**config.mk**
```make
export PLATFORM = sky130hd
export DESIGN_NAME = nvbs_ctrl
export DESIGN_NICKNAME = d
export VERILOG_FILES = /design/src/sv/nvbs_pkg.sv /design/src/sv/nvbs_ctrl.sv
export SDC_FILE = /design/constraint.sdc
export NUM_CORES = 1
export LEC_CHECK = 0
export CAP_MARGIN = 20
export CORE_AREA = 2 2 39 41
export CTS_BUF_LIST = sky130_fd_sc_hd__clkbuf_16
export DETAILED_ROUTE_END_ITERATION = 12
export DIE_AREA = 0 0 41 43
export DONT_BUFFER_PORTS = 1
export GPL_TIMING_DRIVEN = 1
export PLACE_DENSITY_LB_ADDON = 0.15
export SYNTH_ARGS = -nofsm -noshare
export SYNTH_HDL_FRONTEND = slang
export SYNTH_SLANG_ARGS = --single-unit
```
**constraint.sdc**
```tcl
create_clock -name clk -period 1.2 [get_ports clk]
set_input_delay 0.36 -clock clk [delete_from_list [all_inputs] [get_ports clk]]
set_output_delay 0.36 -clock clk [all_outputs]
set_load 0.02 [all_outputs]
```
**src/sv/nvbs_pkg.sv**
```systemverilog
// Shared constants, codes and controller-to-datapath types of the nearest-value search.
`default_nettype none
package nvbs_pkg;

	localparam int TABLE_DEPTH = 256;
	localparam int IDX_W       = $clog2(TABLE_DEPTH);
	localparam int VAL_W       = 32;
	localparam int DIST_W      = VAL_W + 1;
	localparam int STATUS_W    = 2;

	localparam logic MODE_LOAD  = 1'b0;
	localparam logic MODE_QUERY = 1'b1;

	localparam logic [STATUS_W-1:0] ST_LOAD_DONE = 2'd0;
	localparam logic [STATUS_W-1:0] ST_ANSWERED  = 2'd1;
	localparam logic [STATUS_W-1:0] ST_RANGE_ERR = 2'd2;

	// Commands from the controller to the datapath.
	typedef struct packed {
		logic load;      // write the entry and post a load result
		logic query;     // capture range and key, issue the first probe
		logic range_err; // post a range error result
		logic narrow;    // move to the half below or above the probe
		logic take_mid;  // post the probe as an exact hit
		logic take_lo;   // post the single remaining entry
		logic read_hi;   // keep the lower distance and read the upper entry
		logic dist_hi;   // keep the upper distance
		logic decide;    // post the nearer of the last two entries
	} dp_cmd_t;

	// Status from the datapath to the controller.
	typedef struct packed {
		logic range_bad; // incoming request has low above high
		logic hit;       // probed entry equals the key
		logic wide;      // more than two entries remain
		logic single;    // exactly one entry remains
	} dp_status_t;

endpackage
`default_nettype wire

```
**src/sv/nvbs_ctrl.sv**
```systemverilog
// Controller of the nearest-value search: handshakes and the bisection state machine.
`default_nettype none
module nvbs_ctrl (
	input  wire logic                 clk,
	input  wire logic                 arst_n,
	input  wire logic                 in_valid,
	output logic                      in_stall,
	input  wire logic                 mode,
	output logic                      out_valid,
	input  wire logic                 out_stall,
	input  wire nvbs_pkg::dp_status_t stat,
	output nvbs_pkg::dp_cmd_t         cmd
);
	import nvbs_pkg::*;

	localparam logic [1:0] S_IDLE   = 2'd0;
	localparam logic [1:0] S_EVAL   = 2'd1;
	localparam logic [1:0] S_DISTHI = 2'd2;
	localparam logic [1:0] S_DECIDE = 2'd3;

	logic [1:0] state_q, state_n;
	logic       out_valid_q;
	logic       accept;
	logic       post;

	assign in_stall = (state_q != S_IDLE) || (out_valid_q && out_stall);
	assign accept   = in_valid && !in_stall;

	always_comb begin
		cmd     = '0;
		state_n = state_q;
		unique case (state_q)
			S_IDLE: begin
				if (accept) begin
					if (mode == MODE_LOAD) begin
						cmd.load = 1'b1;
					end else if (stat.range_bad) begin
						cmd.range_err = 1'b1;
					end else begin
						cmd.query = 1'b1;
						state_n   = S_EVAL;
					end
				end
			end
			S_EVAL: begin
				if (stat.hit) begin
					cmd.take_mid = 1'b1;
					state_n      = S_IDLE;
				end else if (stat.wide) begin
					cmd.narrow = 1'b1;
				end else if (stat.single) begin
					cmd.take_lo = 1'b1;
					state_n     = S_IDLE;
				end else begin
					cmd.read_hi = 1'b1;
					state_n     = S_DISTHI;
				end
			end
			S_DISTHI: begin
				cmd.dist_hi = 1'b1;
				state_n     = S_DECIDE;
			end
			S_DECIDE: begin
				cmd.decide = 1'b1;
				state_n    = S_IDLE;
			end
			default: begin
				state_n = S_IDLE;
			end
		endcase
	end

	assign post = cmd.load || cmd.range_err || cmd.take_mid || cmd.take_lo || cmd.decide;

	always_ff @(posedge clk or negedge arst_n) begin
		if (!arst_n) begin
			state_q     <= S_IDLE;
			out_valid_q <= 1'b0;
		end else begin
			state_q <= state_n;
			if (post) begin
				out_valid_q <= 1'b1;
			end else if (out_valid_q && !out_stall) begin
				out_valid_q <= 1'b0;
			end
		end
	end

	assign out_valid = out_valid_q;

endmodule
`default_nettype wire

```
Yosys cells after proc, flatten, opt, wreduce, memory -nomap -nowiden
Cells that the tools add are included.
Word-level totals
  memory bits (read-only): 0
  latch bits: 0
  flip-flop bits (word level): 3
  memories: 0
  memory bits (writable): 0
  logic and storage cells: 48
  input bits: 9
  output and inout bits: 11
Cells by class
  shifts and indexed selects: 0
  div/mod/pow operators: 0
  equality and inequality tests: 7
  $lt $le $gt $ge: 0
  $add $sub $neg: 0
  muxes and demuxes: 25
  reductions and logical operators: 14
  multipliers: 0
  bitwise logic cells: 0
Operator list (number)
  2-bit 2-to-1 mux: 9
  1-bit 2-to-1 mux: 12
  2-bit case mux with 4 select lines: 1
  3-bit 2-to-1 mux: 2
  2-bit != test, second input constant: 3
  1-bit logical OR: 5
  2-bit == test, second input constant: 2
  4-bit 2-to-1 mux: 1
  4-bit AND reduction: 1
  2-bit nonzero test: 2
  1-bit logical AND: 3
  3-bit != test, second input constant: 1
  2-bit by 1-bit == test with 1-bit output, second input constant: 1
  1-bit logical NOT: 2
  2-bit logical NOT: 1

Logic depth before layout (Yosys ltp)
  depth after elaboration: 11
  gate-level depth with buffers: 3
  gate-level depth less buffers: 3

Worst setup path after synthesis
OpenSTA, ideal clock, no wires.
  kind: register -> output
  start point: reg out_valid_q (netlist: out_valid)
  end point: out cmd[6] (netlist name)
  data arrival time: 1.119 ns
  cell stages (with the launch flop): 4
  required time: 0.840 ns
  slack: -0.279 ns
  path buffers: 0
  path through: dfrtp_1 a211oi_2 nand2_1 nor2_1
RTL lines
  start, declared: line nvbs_ctrl.sv:22  | logic out_valid_q;
  start signal, assigned: line nvbs_ctrl.sv:78  | out_valid_q <= 1'b0;
  start signal, assigned: line nvbs_ctrl.sv:82  | out_valid_q <= 1'b1;
  start signal, assigned: line nvbs_ctrl.sv:84  | out_valid_q <= 1'b0;
  end, declared: line nvbs_ctrl.sv:12  | output nvbs_pkg::dp_cmd_t cmd

==> summary.md <==
| Metric | Value |
|---|---|
| RD Place Congestion | 0.645 |
| RSZ-0062 raised after global routing | true |
| Worst Slack Setup Final | -399 ps |
| Aggregate routed wire length | 812 µm |
| Vias in the first global route | 287 |
| Placed instance area | 317 µm² |
| Share of layout cells above drive strength 1 | 76.2% |
| CTS H-Tree Depth | 1 |
| Synth Register Bits | 3 |
| Synth top area share | 31.7% |
| Worst EP required | 840 ps |
| Logic pwr share | 52.2% |
| Sw Ratio | 35.0% |
| Most frequent cells in the layout | buf_6 (6), buf_4 (5), dfrtp_2 (3), clkbuf_16 (3) |
| IO buf count | 0 |
| Worst Skew | 0.743 ps |
| CTS tree | built |
| Rows | 14 |
| Clock tree root buffer cell | clkbuf_16 |
| Final setup vio count | 13 |
| Final cell count without fillers | 58 |
| Inserted Clock Buffers | 3 |
| Vias | 263 |
| Syn Area/Cell | 9.10 µm² |
| Die H | 43 µm |
| CP startpoint kind | register |
| Post-Syn Nets | 35 |
| HP Class | in2reg |
| Pre-CTS WS | -221 ps |
| Slew HR | 83.9% |
| Die X | 41 µm |
| Setup TNS Final | -3470 ps |
| Initial antenna violation count | 0 |
| Initial DRT Pass Iterations | 1 |
| First-pass GRT wire length | 1260 µm |
| CTS sink count | 3 |
| Max-cap violations | 0 |
| Routed Antenna Nets | 0 |
| Period minus WS final | 1600 ps |
| Iteration-0 DRC Markers | 0 |
| Critical-path cell list | a211oi_4 -> nand2_2 -> nor2_4 |
| Power Density | 3100 nW/µm² |
| Core box area | 1380 µm² |
| Placed Cells | 47 |
| Failing checks | setup timing |
| Routed length per instance | 14.0 µm |
| Final hold viol count | 0 |
| Clock share of power | 31.9% |
| DP HPWL | 572 µm |
| Top cells by area, synth | dfrtp_1 (32%), and2_2 (6.3%), nor4b_2 (6.3%) |
| Vias per Instance | 4.53 |
| Post-synth cell types | 19 |
| Slew @ Worst Pin | 240 ps |
| Fmax | 625 MHz |
| Antenna cells | 0 |
| Final net count | 52 |
| Die area | 1760 µm² |
| DRC Markers | 0 |
| Switching power total | 0.561 mW |
| Largest net degree at the start of global routing | 6 |
| Initial core utilization | 17.1% |
| Final core occ | 37.4% |
| Status | finished with violations |
| Worst Path Max Fanout | 3 |
| Internal power | 1.04 mW |
| Post-synthesis sequential area ratio | 31.7% |
| Crit path max-delay cell type | dfrtp_2 |
| Total GRT Usage | 10.6% |
| Area Growth Syn to Fin | 119% |
| Worst-path clk slew | 30 ps |
| Leakage | 0.224 nW |
| Synth Cell Area | 236 µm² |
| CP Class | reg2out |
| Worst Setup End Kind | output port |
| Cells after Synth | 26 |
| Crit share post-route | 133% |
| Flop pwr share | 15.9% |
| Final Cell Area | 518 µm² |
| Arrival @ worst endpoint | 1240 ps |
| Final Slew Violations | 0 |
| Ys Warns | 0 |
| Commonest non-fill, non-tap cell in the layout | buf_6 |
| Clock Path Buffers | 2 |
| CP peak stage delay | 410 ps |
| Clock latency on the worst-skew pair | 220 ps |
| Worst vdd ir | 0.919 mV |
| Cell taking the most area after synthesis | dfrtp_1 |
| Num ports | 20 |
| Overflow after GRT | 0 |
## repair_timing
| action | CTS | global route |
|---|---|---|
| endpoints found under the setup margin | 13 | 13 |
| pin swaps | 6 | 2 |
| hold buffers | 1 | 0 |
| hold endpoints to repair | 3 | 0 |
| setup buffers | 5 | 2 |
| resized for setup | 13 | 4 |
## layer usage
layer,part of all wire (%),vias up,global-route usage (%)
met1,33,128,10.2
li1,-,122,-
met2,56,13,16.9
met5,0,-,0
met3,11,0,5.76
met4,0,0,6.00
## cells in the mapped netlist
cell type / instances
a21oi_1: 1
and2b_2: 1
o31ai_1: 1
nand2b_1: 1
a211oi_2: 1
or2_1: 1
o211ai_1: 1
inv_1: 1
nor2_1: 2
nor2b_1: 2
and3b_2: 1
nand2_1: 3
and2_2: 2
nor4b_2: 1
dfrtp_1: 3
a31oi_1: 1
and3_1: 1
and4bb_2: 1
and2b_1: 1
## layout make-up
cell class              instances  area [µm²]
clock buffers                   3        75.1
clock inverters                 1        3.75
fillers                       155         866
inverters                       1        6.26
multi-input cells              22         219
flip-flops and latches          3        78.8
well taps                      16        20.0
repair buffers                 12         115
## final timing paths
| path | from | to | slack, ps | depth (start not counted) |
|---|---|---|---|---|
| worst min-delay path | in_valid | state_q[0]$_DFFE_PN0P_ | 290 | 2 |
| worst max-delay path | out_valid$_DFFE_PN0P_ | cmd[8] | -400 | 3 |
| max in group asynchronous | arst_n | asynchronous set/reset pin | 630 | 1 |
| min in group asynchronous | arst_n | out_valid$_DFFE_PN0P_ | 400 | 1 |
| worst min register to register | out_valid$_DFFE_PN0P_ | out_valid$_DFFE_PN0P_ | 710 | 3 |
| worst max register to register | out_valid$_DFFE_PN0P_ | out_valid$_DFFE_PN0P_ | -230 | 6 |
## kinds of logic (layout without fill, tap and decap cells)
| logic type | after synthesis | count (layout) | share of synthesized area [%] |
|---|---|---|---|
| compound gates | 5 | 5 | 16.4 |
| buf+inv | 1 | 17 | 1.59 |
| flops | 3 | 3 | 31.7 |
| simple gates | 17 | 17 | 50.3 |
## worst max-delay path, delay by kind of cell (launching register included)
| family | cells | cell delay, ps |
|---|---|---|
| AOI/OAI and AO/OA | 1 | 290 |
| DFF | 1 | 410 |
| and+or+nand+nor | 2 | 310 |
## power by group through the flow
| stage | logic [mW] | clock network, mW | registers (mW) |
|---|---|---|---|
| floorplan | 0.328 | 0 | 0.240 |
| global placement | 0.502 | 0 | 0.221 |
| detailed placement | 0.508 | 0 | 0.224 |
| CTS | 0.778 | 0.518 | 0.256 |
| global route | 0.896 | 0.532 | 0.267 |
| finish | 0.837 | 0.511 | 0.256 |
## metrics by stage
stage / hold WS, ps / power (mW)
finish: 288 / 1.60
global route: 301 / 1.69
CTS: 291 / 1.55
detailed placement: 64.5 / 0.732
global placement: 64.5 / 0.722
floorplan: 64.4 / 0.568
(Power assumes the default switching activity.)
